File: src/rtl/imu_prs_pkg.sv
// ----------------------------------------------------------------------------
// imu_prs_pkg
// Types and constants shared by the IMU packet resync parser.
// ----------------------------------------------------------------------------
package imu_prs_pkg;

  localparam int unsigned PktLen       = 11;
  localparam int unsigned SumLen       = 10;
  localparam logic [3:0]  PKT_LEN      = 4'd11;
  localparam logic [3:0]  SKIP_AFTER   = 4'd10;
  localparam logic [7:0]  HDR_BYTE     = 8'h55;
  localparam logic [7:0]  TYPE_ACC     = 8'h51;
  localparam logic [7:0]  TYPE_GYRO    = 8'h52;
  localparam logic [15:0] CNT_MAX      = 16'hFFFF;

  typedef enum logic [1:0] {
    KIND_GYRO = 2'd0,
    KIND_ACC  = 2'd1,
    KIND_BAD  = 2'd2
  } pkt_kind_e;

  // One buffered input byte.
  typedef struct packed {
    logic       valid;
    logic [7:0] data;
  } byte_stage_t;

  // One result.
  typedef struct packed {
    pkt_kind_e   kind;
    logic [15:0] axis_x;
    logic [15:0] axis_y;
    logic [15:0] axis_z;
    logic [15:0] good_total;
    logic [15:0] bad_total;
    logic [15:0] resync_total;
  } result_t;

  function automatic logic [15:0] sat_inc(input logic [15:0] v);
    sat_inc = (v == CNT_MAX) ? v : v + 16'd1;
  endfunction

endpackage

File: src/rtl/imu_prs_in_stage.sv
// ----------------------------------------------------------------------------
// imu_prs_in_stage
// Input register: holds one received byte until the framer takes it.
// ----------------------------------------------------------------------------
module imu_prs_in_stage (
  input  logic                      clk_i,
  input  logic                      rst_ni,
  input  logic                      rx_valid_i,
  output logic                      rx_ready_o,
  input  logic [7:0]                rx_byte_i,
  input  logic                      take_i,
  output imu_prs_pkg::byte_stage_t  stage_o
);

  logic       valid_q, valid_d;
  logic [7:0] data_q;
  logic       accept;

  assign rx_ready_o = !valid_q || take_i;
  assign accept     = rx_valid_i && rx_ready_o;

  always_comb begin
    valid_d = valid_q;
    if (accept) begin
      valid_d = 1'b1;
    end else if (take_i) begin
      valid_d = 1'b0;
    end
  end

  always_ff @(posedge clk_i or negedge rst_ni) begin
    if (!rst_ni) begin
      valid_q <= 1'b0;
    end else begin
      valid_q <= valid_d;
    end
  end

  always_ff @(posedge clk_i) begin
    if (accept) begin
      data_q <= rx_byte_i;
    end
  end

  assign stage_o.valid = valid_q;
  assign stage_o.data  = data_q;

endmodule

File: src/rtl/imu_prs_framer.sv
// ----------------------------------------------------------------------------
// imu_prs_framer
// Byte window, skip and saturating counters, header/type/sum check and the
// result register.
// ----------------------------------------------------------------------------
module imu_prs_framer (
  input  logic                      clk_i,
  input  logic                      rst_ni,
  input  imu_prs_pkg::byte_stage_t  stage_i,
  output logic                      take_o,
  output logic                      res_valid_o,
  input  logic                      res_ready_i,
  output imu_prs_pkg::result_t      res_o
);

  logic [7:0]  win_q [imu_prs_pkg::PktLen];
  logic [7:0]  win_n [imu_prs_pkg::PktLen];
  logic [3:0]  fill_q, fill_d;
  logic [3:0]  skip_q, skip_d;
  logic [15:0] good_q, good_d;
  logic [15:0] bad_q, bad_d;
  logic [15:0] resync_q, resync_d;
  logic        res_valid_q, res_valid_d;
  imu_prs_pkg::result_t res_q, res_d;

  logic       hdr_ok;
  logic       sum_ok;
  logic       emit;
  logic [7:0] sum_lo, sum_hi, sum;

  // Advance whenever the result register is free or draining this cycle.
  assign take_o = stage_i.valid && (!res_valid_q || res_ready_i);

  always_comb begin
    for (int i = 0; i < imu_prs_pkg::PktLen - 1; i++) begin
      win_n[i] = win_q[i + 1];
    end
    win_n[imu_prs_pkg::PktLen - 1] = stage_i.data;
  end

  // Two half sums keep the adder chain short.
  always_comb begin
    sum_lo = 8'd0;
    sum_hi = 8'd0;
    for (int i = 0; i < imu_prs_pkg::SumLen / 2; i++) begin
      sum_lo = sum_lo + win_n[i];
      sum_hi = sum_hi + win_n[i + imu_prs_pkg::SumLen / 2];
    end
    sum = sum_lo + sum_hi;
  end

  assign hdr_ok = (win_n[0] == imu_prs_pkg::HDR_BYTE) &&
                  ((win_n[1] == imu_prs_pkg::TYPE_ACC) ||
                   (win_n[1] == imu_prs_pkg::TYPE_GYRO));
  assign sum_ok = (sum == win_n[imu_prs_pkg::PktLen - 1]);

  always_comb begin
    fill_d   = fill_q;
    skip_d   = skip_q;
    good_d   = good_q;
    bad_d    = bad_q;
    resync_d = resync_q;
    emit     = 1'b0;
    if (take_o) begin
      if (fill_q != imu_prs_pkg::PKT_LEN) begin
        fill_d = fill_q + 4'd1;
      end
      if (fill_q >= imu_prs_pkg::PKT_LEN - 4'd1) begin
        priority if (skip_q != 4'd0) begin
          skip_d = skip_q - 4'd1;
        end else if (!hdr_ok) begin
          resync_d = imu_prs_pkg::sat_inc(resync_q);
        end else if (sum_ok) begin
          good_d = imu_prs_pkg::sat_inc(good_q);
          skip_d = imu_prs_pkg::SKIP_AFTER;
          emit   = 1'b1;
        end else begin
          bad_d = imu_prs_pkg::sat_inc(bad_q);
          emit  = 1'b1;
        end
      end
    end
  end

  always_comb begin
    res_d.good_total   = good_d;
    res_d.bad_total    = bad_d;
    res_d.resync_total = resync_d;
    if (sum_ok) begin
      res_d.kind   = (win_n[1] == imu_prs_pkg::TYPE_GYRO) ? imu_prs_pkg::KIND_GYRO
                                                          : imu_prs_pkg::KIND_ACC;
      res_d.axis_x = {win_n[3], win_n[2]};
      res_d.axis_y = {win_n[5], win_n[4]};
      res_d.axis_z = {win_n[7], win_n[6]};
    end else begin
      res_d.kind   = imu_prs_pkg::KIND_BAD;
      res_d.axis_x = 16'd0;
      res_d.axis_y = 16'd0;
      res_d.axis_z = 16'd0;
    end
  end

  always_comb begin
    res_valid_d = res_valid_q;
    if (emit) begin
      res_valid_d = 1'b1;
    end else if (res_ready_i) begin
      res_valid_d = 1'b0;
    end
  end

  always_ff @(posedge clk_i or negedge rst_ni) begin
    if (!rst_ni) begin
      for (int i = 0; i < imu_prs_pkg::PktLen; i++) begin
        win_q[i] <= 8'd0;
      end
      fill_q      <= 4'd0;
      skip_q      <= 4'd0;
      good_q      <= 16'd0;
      bad_q       <= 16'd0;
      resync_q    <= 16'd0;
      res_valid_q <= 1'b0;
    end else begin
      if (take_o) begin
        win_q <= win_n;
      end
      fill_q      <= fill_d;
      skip_q      <= skip_d;
      good_q      <= good_d;
      bad_q       <= bad_d;
      resync_q    <= resync_d;
      res_valid_q <= res_valid_d;
    end
  end

  always_ff @(posedge clk_i) begin
    if (emit) begin
      res_q <= res_d;
    end
  end

  assign res_valid_o = res_valid_q;
  assign res_o       = res_q;

endmodule

File: src/rtl/imu_packet_resync_parser_core.sv
// ----------------------------------------------------------------------------
// imu_packet_resync_parser_core
// Resynchronizing parser for 11-byte sensor packets with an 8-bit sum check.
// ----------------------------------------------------------------------------
// Input channel rx_*: one received byte per transaction. Output channel
// pkt_*: one transaction per checked window that is either a good packet
// (gyro or accelerometer, with three signed axis words) or a checksum
// failure (axis words zero). Bytes that only fill the window, fall in the
// skip after a good packet, or fail the header/type test give no output;
// the last of these only bumps resync_total, seen with the next result.
// Every result carries the three saturating totals after its byte.
// Throughput: one byte per cycle while pkt_ready_i keeps the output free. A
// byte is held in the input register and its result is registered in the
// result register, which drives pkt_valid_o.
// While a result waits, at most one more byte is taken (only if the input
// register is empty); then rx_ready_o stays low until pkt_ready_i frees the
// output, even for bytes that would give no result.
// Reset clears the window, fill and skip counts and all totals; the first
// check happens on the eleventh byte after reset.
// ----------------------------------------------------------------------------
module imu_packet_resync_parser_core (
  input  logic               clk_i,
  input  logic               rst_ni,
  input  logic               rx_valid_i,
  output logic               rx_ready_o,
  input  logic [7:0]         rx_byte_i,
  output logic               pkt_valid_o,
  input  logic               pkt_ready_i,
  output logic [1:0]         packet_kind_o,
  output logic signed [15:0] axis_x_o,
  output logic signed [15:0] axis_y_o,
  output logic signed [15:0] axis_z_o,
  output logic [15:0]        good_total_o,
  output logic [15:0]        bad_total_o,
  output logic [15:0]        resync_total_o
);

  imu_prs_pkg::byte_stage_t stage;
  imu_prs_pkg::result_t     res;
  logic                     take;

  imu_prs_in_stage u_in_stage (
    .clk_i      (clk_i),
    .rst_ni     (rst_ni),
    .rx_valid_i (rx_valid_i),
    .rx_ready_o (rx_ready_o),
    .rx_byte_i  (rx_byte_i),
    .take_i     (take),
    .stage_o    (stage)
  );

  imu_prs_framer u_framer (
    .clk_i       (clk_i),
    .rst_ni      (rst_ni),
    .stage_i     (stage),
    .take_o      (take),
    .res_valid_o (pkt_valid_o),
    .res_ready_i (pkt_ready_i),
    .res_o       (res)
  );

  assign packet_kind_o  = res.kind;
  assign axis_x_o       = res.axis_x;
  assign axis_y_o       = res.axis_y;
  assign axis_z_o       = res.axis_z;
  assign good_total_o   = res.good_total;
  assign bad_total_o    = res.bad_total;
  assign resync_total_o = res.resync_total;

endmodule

File: config.mk
export PLATFORM = sky130hd
export DESIGN_NAME = imu_packet_resync_parser_core
export DESIGN_NICKNAME = d
export VERILOG_FILES = /design/src/rtl/imu_prs_pkg.sv /design/src/rtl/imu_prs_in_stage.sv /design/src/rtl/imu_prs_framer.sv /design/src/rtl/imu_packet_resync_parser_core.sv
export SDC_FILE = /design/constraint.sdc
export NUM_CORES = 1
export LEC_CHECK = 0
export BUFFER_PORTS_ARGS = -buffer_cell sky130_fd_sc_hd__buf_2
export CAP_MARGIN = 20
export CORE_MARGIN = 2
export CORE_UTILIZATION = 59
export CTS_CLUSTER_DIAMETER = 200
export DETAILED_ROUTE_END_ITERATION = 16
export GPL_TIMING_DRIVEN = 0
export PLACE_DENSITY = 0.76
export SETUP_SLACK_MARGIN = 0.15
export SYNTH_ARGS = -nofsm -noshare
export SYNTH_HDL_FRONTEND = slang
export SYNTH_SLANG_ARGS = --single-unit
File: constraint.sdc
create_clock -name clk_i -period 14.5 [get_ports clk_i]
set_clock_uncertainty 0.15 [all_clocks]
set_input_delay 2.9 -clock clk_i [delete_from_list [all_inputs] [get_ports clk_i]]
set_output_delay 2.9 -clock clk_i [all_outputs]
set_load 0.02 [all_outputs]
==> flow_metrics.env <==
export IMPL_initial_core_util_pct=60.21
export IMPL_core_area_um2=18710
export IMPL_worst_slew_pin_slew_ns=0.7071
export IMPL_yosys_warnings=0
export IMPL_synthAdderAreaFrac_pct=10.78
export IMPL_dieArea_um2=20210
export IMPL_power_density_nw_per_um2=206.3
export IMPL_synth_compound_area_share_pct=2.777
export IMPL_crit_start="pkt_ready_i"
export IMPL_crit_fanout=3
export IMPL_fp_row_count=50
export IMPL_n_fill_cell=1302
export IMPL_grt_remaining_overflow=0
export IMPL_synth_top_family_by_area="simple AND/OR/NAND/NOR gates"
export IMPL_final_layout_size_suffix_gt1_share_pct=17.56
export IMPL_cts_resized=0
export IMPL_p_int_mw=1.703
export IMPL_setup_tns_ns=0
export IMPL_power_frac_seq_pct=30.9
export IMPL_start_kind="primary input"
export IMPL_grt_pass1_vias=7317
export IMPL_drt_total_wl_um=22380
export IMPL_syn_nets=1029
export IMPL_top_layer="met4"
export IMPL_synthTopCellsByArea="dfrtp_1, edfxtp_1, fa_1"
export IMPL_die_y_um=142.2
export IMPL_dr_wl_met3_um=812
export IMPL_ys_flop_type="dfrtp_1"
export IMPL_status="completed"
export IMPL_slew_headroom_pct=52.86
export IMPL_via_count=7275
export IMPL_rr_startpoint="u_framer.win_n[10]"
export IMPL_pwr_share_clk_pct=24.1
export IMPL_remaining_drc_errors=0
export IMPL_cp_top_family="buffers and inverters"
export IMPL_first_pass_iters=5
export IMPL_hold_violations=0
export IMPL_slew_violations=0
export IMPL_routedLengthMet1_um=9535
export IMPL_hold_buffers=0
export IMPL_peakVddDrop_mv=0.2022
export IMPL_p_leak_nw=5.786
export IMPL_htreeDepth=1
export IMPL_power_mw=2.701
export IMPL_port_buffers=111
export IMPL_clk_latency_ns=0.53
export IMPL_rsz0062_at_grt="false"
export IMPL_grt_max_degree=83
export IMPL_cpMostUsedCell="buf_2"
export IMPL_crit_buf_inv=2
export IMPL_cts_buffers=26
export IMPL_fin_crit_ns=6.403
export IMPL_avgSynthCellArea_um2=11.85
export IMPL_antenna_found_initial=0
export IMPL_max_cap_violations=0
export IMPL_cts_sinks=244
export IMPL_first_iter_violations=364
export IMPL_clk_path_buf_depth=3
export IMPL_wl_met2_um=11510
export IMPL_synth_area_leader_cell="dfrtp_1"
export IMPL_setup_viol_count_final=0
export IMPL_io_pins=112
export IMPL_place_hpwl_um=15780
export IMPL_critPathSlowestCell="nand3b_1"
export IMPL_crit_chain="buf_2 -> nand3b_1 -> buf_2"
export IMPL_seq_area_frac_synth_pct=58.93
export IMPL_netlist_instances=950
export IMPL_postCtsSetupRepairBufs=0
export IMPL_cts_tree="built"
export IMPL_ys_types=62
export IMPL_synth_top_cell_area_share_pct=30.66
export IMPL_die_w_um=142.2
export IMPL_min_period_over_period_pct=44.16
export IMPL_crit_path_end="rx_ready_o"
export IMPL_cp_depth=3
export IMPL_synth_edf_count=106
export IMPL_switching_power_mw=0.9980
export IMPL_switching_share_pct=36.94
export IMPL_reg2reg_depth=17
export IMPL_mappedNetlistArea_um2=11260
export IMPL_required_ns=11.45
export IMPL_synth_most_common_cell="nand2_1"
export IMPL_fmax_ghz=0.1562
export IMPL_pwr_share_comb_pct=45.0
export IMPL_synth_xor_area_share_pct=5.111
export IMPL_grt_pass1_wl_um=36290
export IMPL_hold_class="reg -> reg"
export IMPL_insertedDiodeCount=0
export IMPL_critPathCaptureType="primary output"
export IMPL_track_usage_pct=22.94
export IMPL_synth_simple_gate_area_share_pct=18.15
export IMPL_routabilityCongestion=0.8479
export IMPL_async_flop_share_pct=56.56
export IMPL_final_antenna_net_count=0
export IMPL_cp_arrival_ns=3.35
export IMPL_routedWlPerCell_um=16.51
export IMPL_max_stage_delay_ns=0.18
export IMPL_nets=1182
export IMPL_muxShareOfSynthArea_pct=1.100
export IMPL_syn2layout_area_growth_pct=16.29
export IMPL_path_class="in -> out"
export IMPL_clk_pin_slew_ns=0.06
export IMPL_r2r_setup_slack_ns=8.19
export IMPL_rr_endpoint="u_framer.res_o[45]"
export IMPL_synthTopCellsByCount="nand2_1, dfrtp_1, edfxtp_1"
export IMPL_ys_seq_elements=244
export IMPL_cts_root_buf="clkbuf_16"
export IMPL_viasPerCell=5.365
[state kept, by name, summed over array words and instances (netlist names), 4 cells and up]
name,flops
u_framer.resync_q,16
u_in_stage.data_q,8
u_framer.win_n,80
u_framer.bad_q,16
u_framer.res_o,98
u_framer.good_q,16
u_framer.skip_q,4
u_framer.fill_q,4
[metrics by stage]
step | utilization (%) | setup slack [ns] | cells | hold slack (ns) | instance area [µm²]
3_3_place_gp | 64.74 | -3.746 | 1295 | 0.3116 | 12110
5_1_grt | 70.01 | 7.923 | 1356 | 0.3559 | 13100
4_1_cts | 70.01 | 8.092 | 1356 | 0.3377 | 13100
2_1_floorplan | - | 0.4975 | 950 | 0.2964 | 11260
3_5_place_dp | 65.48 | 8.094 | 1309 | 0.3230 | 12250
6_report | 70.01 | 8.097 | 1356 | 0.3356 | 13100
[kinds of logic (layout without fill, tap and decap cells)]
kind of cell	after synthesis	in the layout
fa+ha+maj	67	67
compound gates	45	45
simple gates	432	432
buf+inv	91	263
flops	244	244
xor+xnor	61	61
mux	10	10
[power groups by stage]
stage | Clock [mW] | Combinational, mW | Sequential [mW]
global placement | 0 | 1.16 | 0.845
detailed placement | 0 | 1.20 | 0.847
CTS | 0.664 | 1.23 | 0.834
floorplan | 0 | 0.979 | 0.828
global route | 0.688 | 1.37 | 0.843
finish | 0.651 | 1.22 | 0.834
[layout by cell type (no fill, tap or decap), drive strengths merged, types with 2 or more instances in the layout]
cell type  count
nand2        257
dfrtp        138
buf          134
edfxtp       106
inv           65
clkbuf        54
and2          52
fa            50
xnor2         43
nand3         26
nand4         18
xor2          17
nor2          17
ha            17
nor3          17
o21ai         12
and3          11
nor4          11
mux2           9
clkinv         8
a21oi          7
a31oi          7
nand2b         4
or3            4
o21a           4
nor2b          3
nand3b         3
a21o           2
nor4bb         2
and4           2
a21boi         2
a211oi         2
[routing by layer]
metal | up-vias | track usage [%]
met1 | 3608 | 30.07
met2 | 170 | 40.07
met5 | - | 0
met4 | 0 | 6.947
li1 | 3460 | -
met3 | 37 | 3.297
[worst min path at each step]
stage / start / depth (start not counted) / slack (ns) / to
3_3_place_gp: u_framer.win_n[8] / 2 / 0.31 / u_framer.win_n[16]
3_5_place_dp: u_framer.good_q[10] / 1 / 0.32 / u_framer.good_q[10]
2_1_floorplan: u_framer.good_q[10] / 1 / 0.30 / u_framer.good_q[10]
4_1_cts: u_framer.good_q[10] / 1 / 0.34 / u_framer.good_q[10]
5_1_grt: u_framer.good_q[10] / 1 / 0.36 / u_framer.good_q[10]
6_report: u_framer.good_q[10] / 1 / 0.34 / u_framer.good_q[10]
[area by class of cell]
| cell class | instances | area (µm²) | area share (%) |
|---|---|---|---|
| Timing Repair Buffer | 125 | 686.9 | 5.245 |
| Inverter | 64 | 242.7 | 1.853 |
| Multi-Input combinational cell | 615 | 4277 | 32.66 |
| Clock buffer | 36 | 759.5 | 5.799 |
| Buffer | 27 | 112.6 | 0.8598 |
| Tap cell | 234 | 292.8 | 2.236 |
| Sequential cell | 244 | 6636 | 50.67 |
| Clock inverter | 11 | 88.84 | 0.6783 |
(Power assumes the default switching activity.)
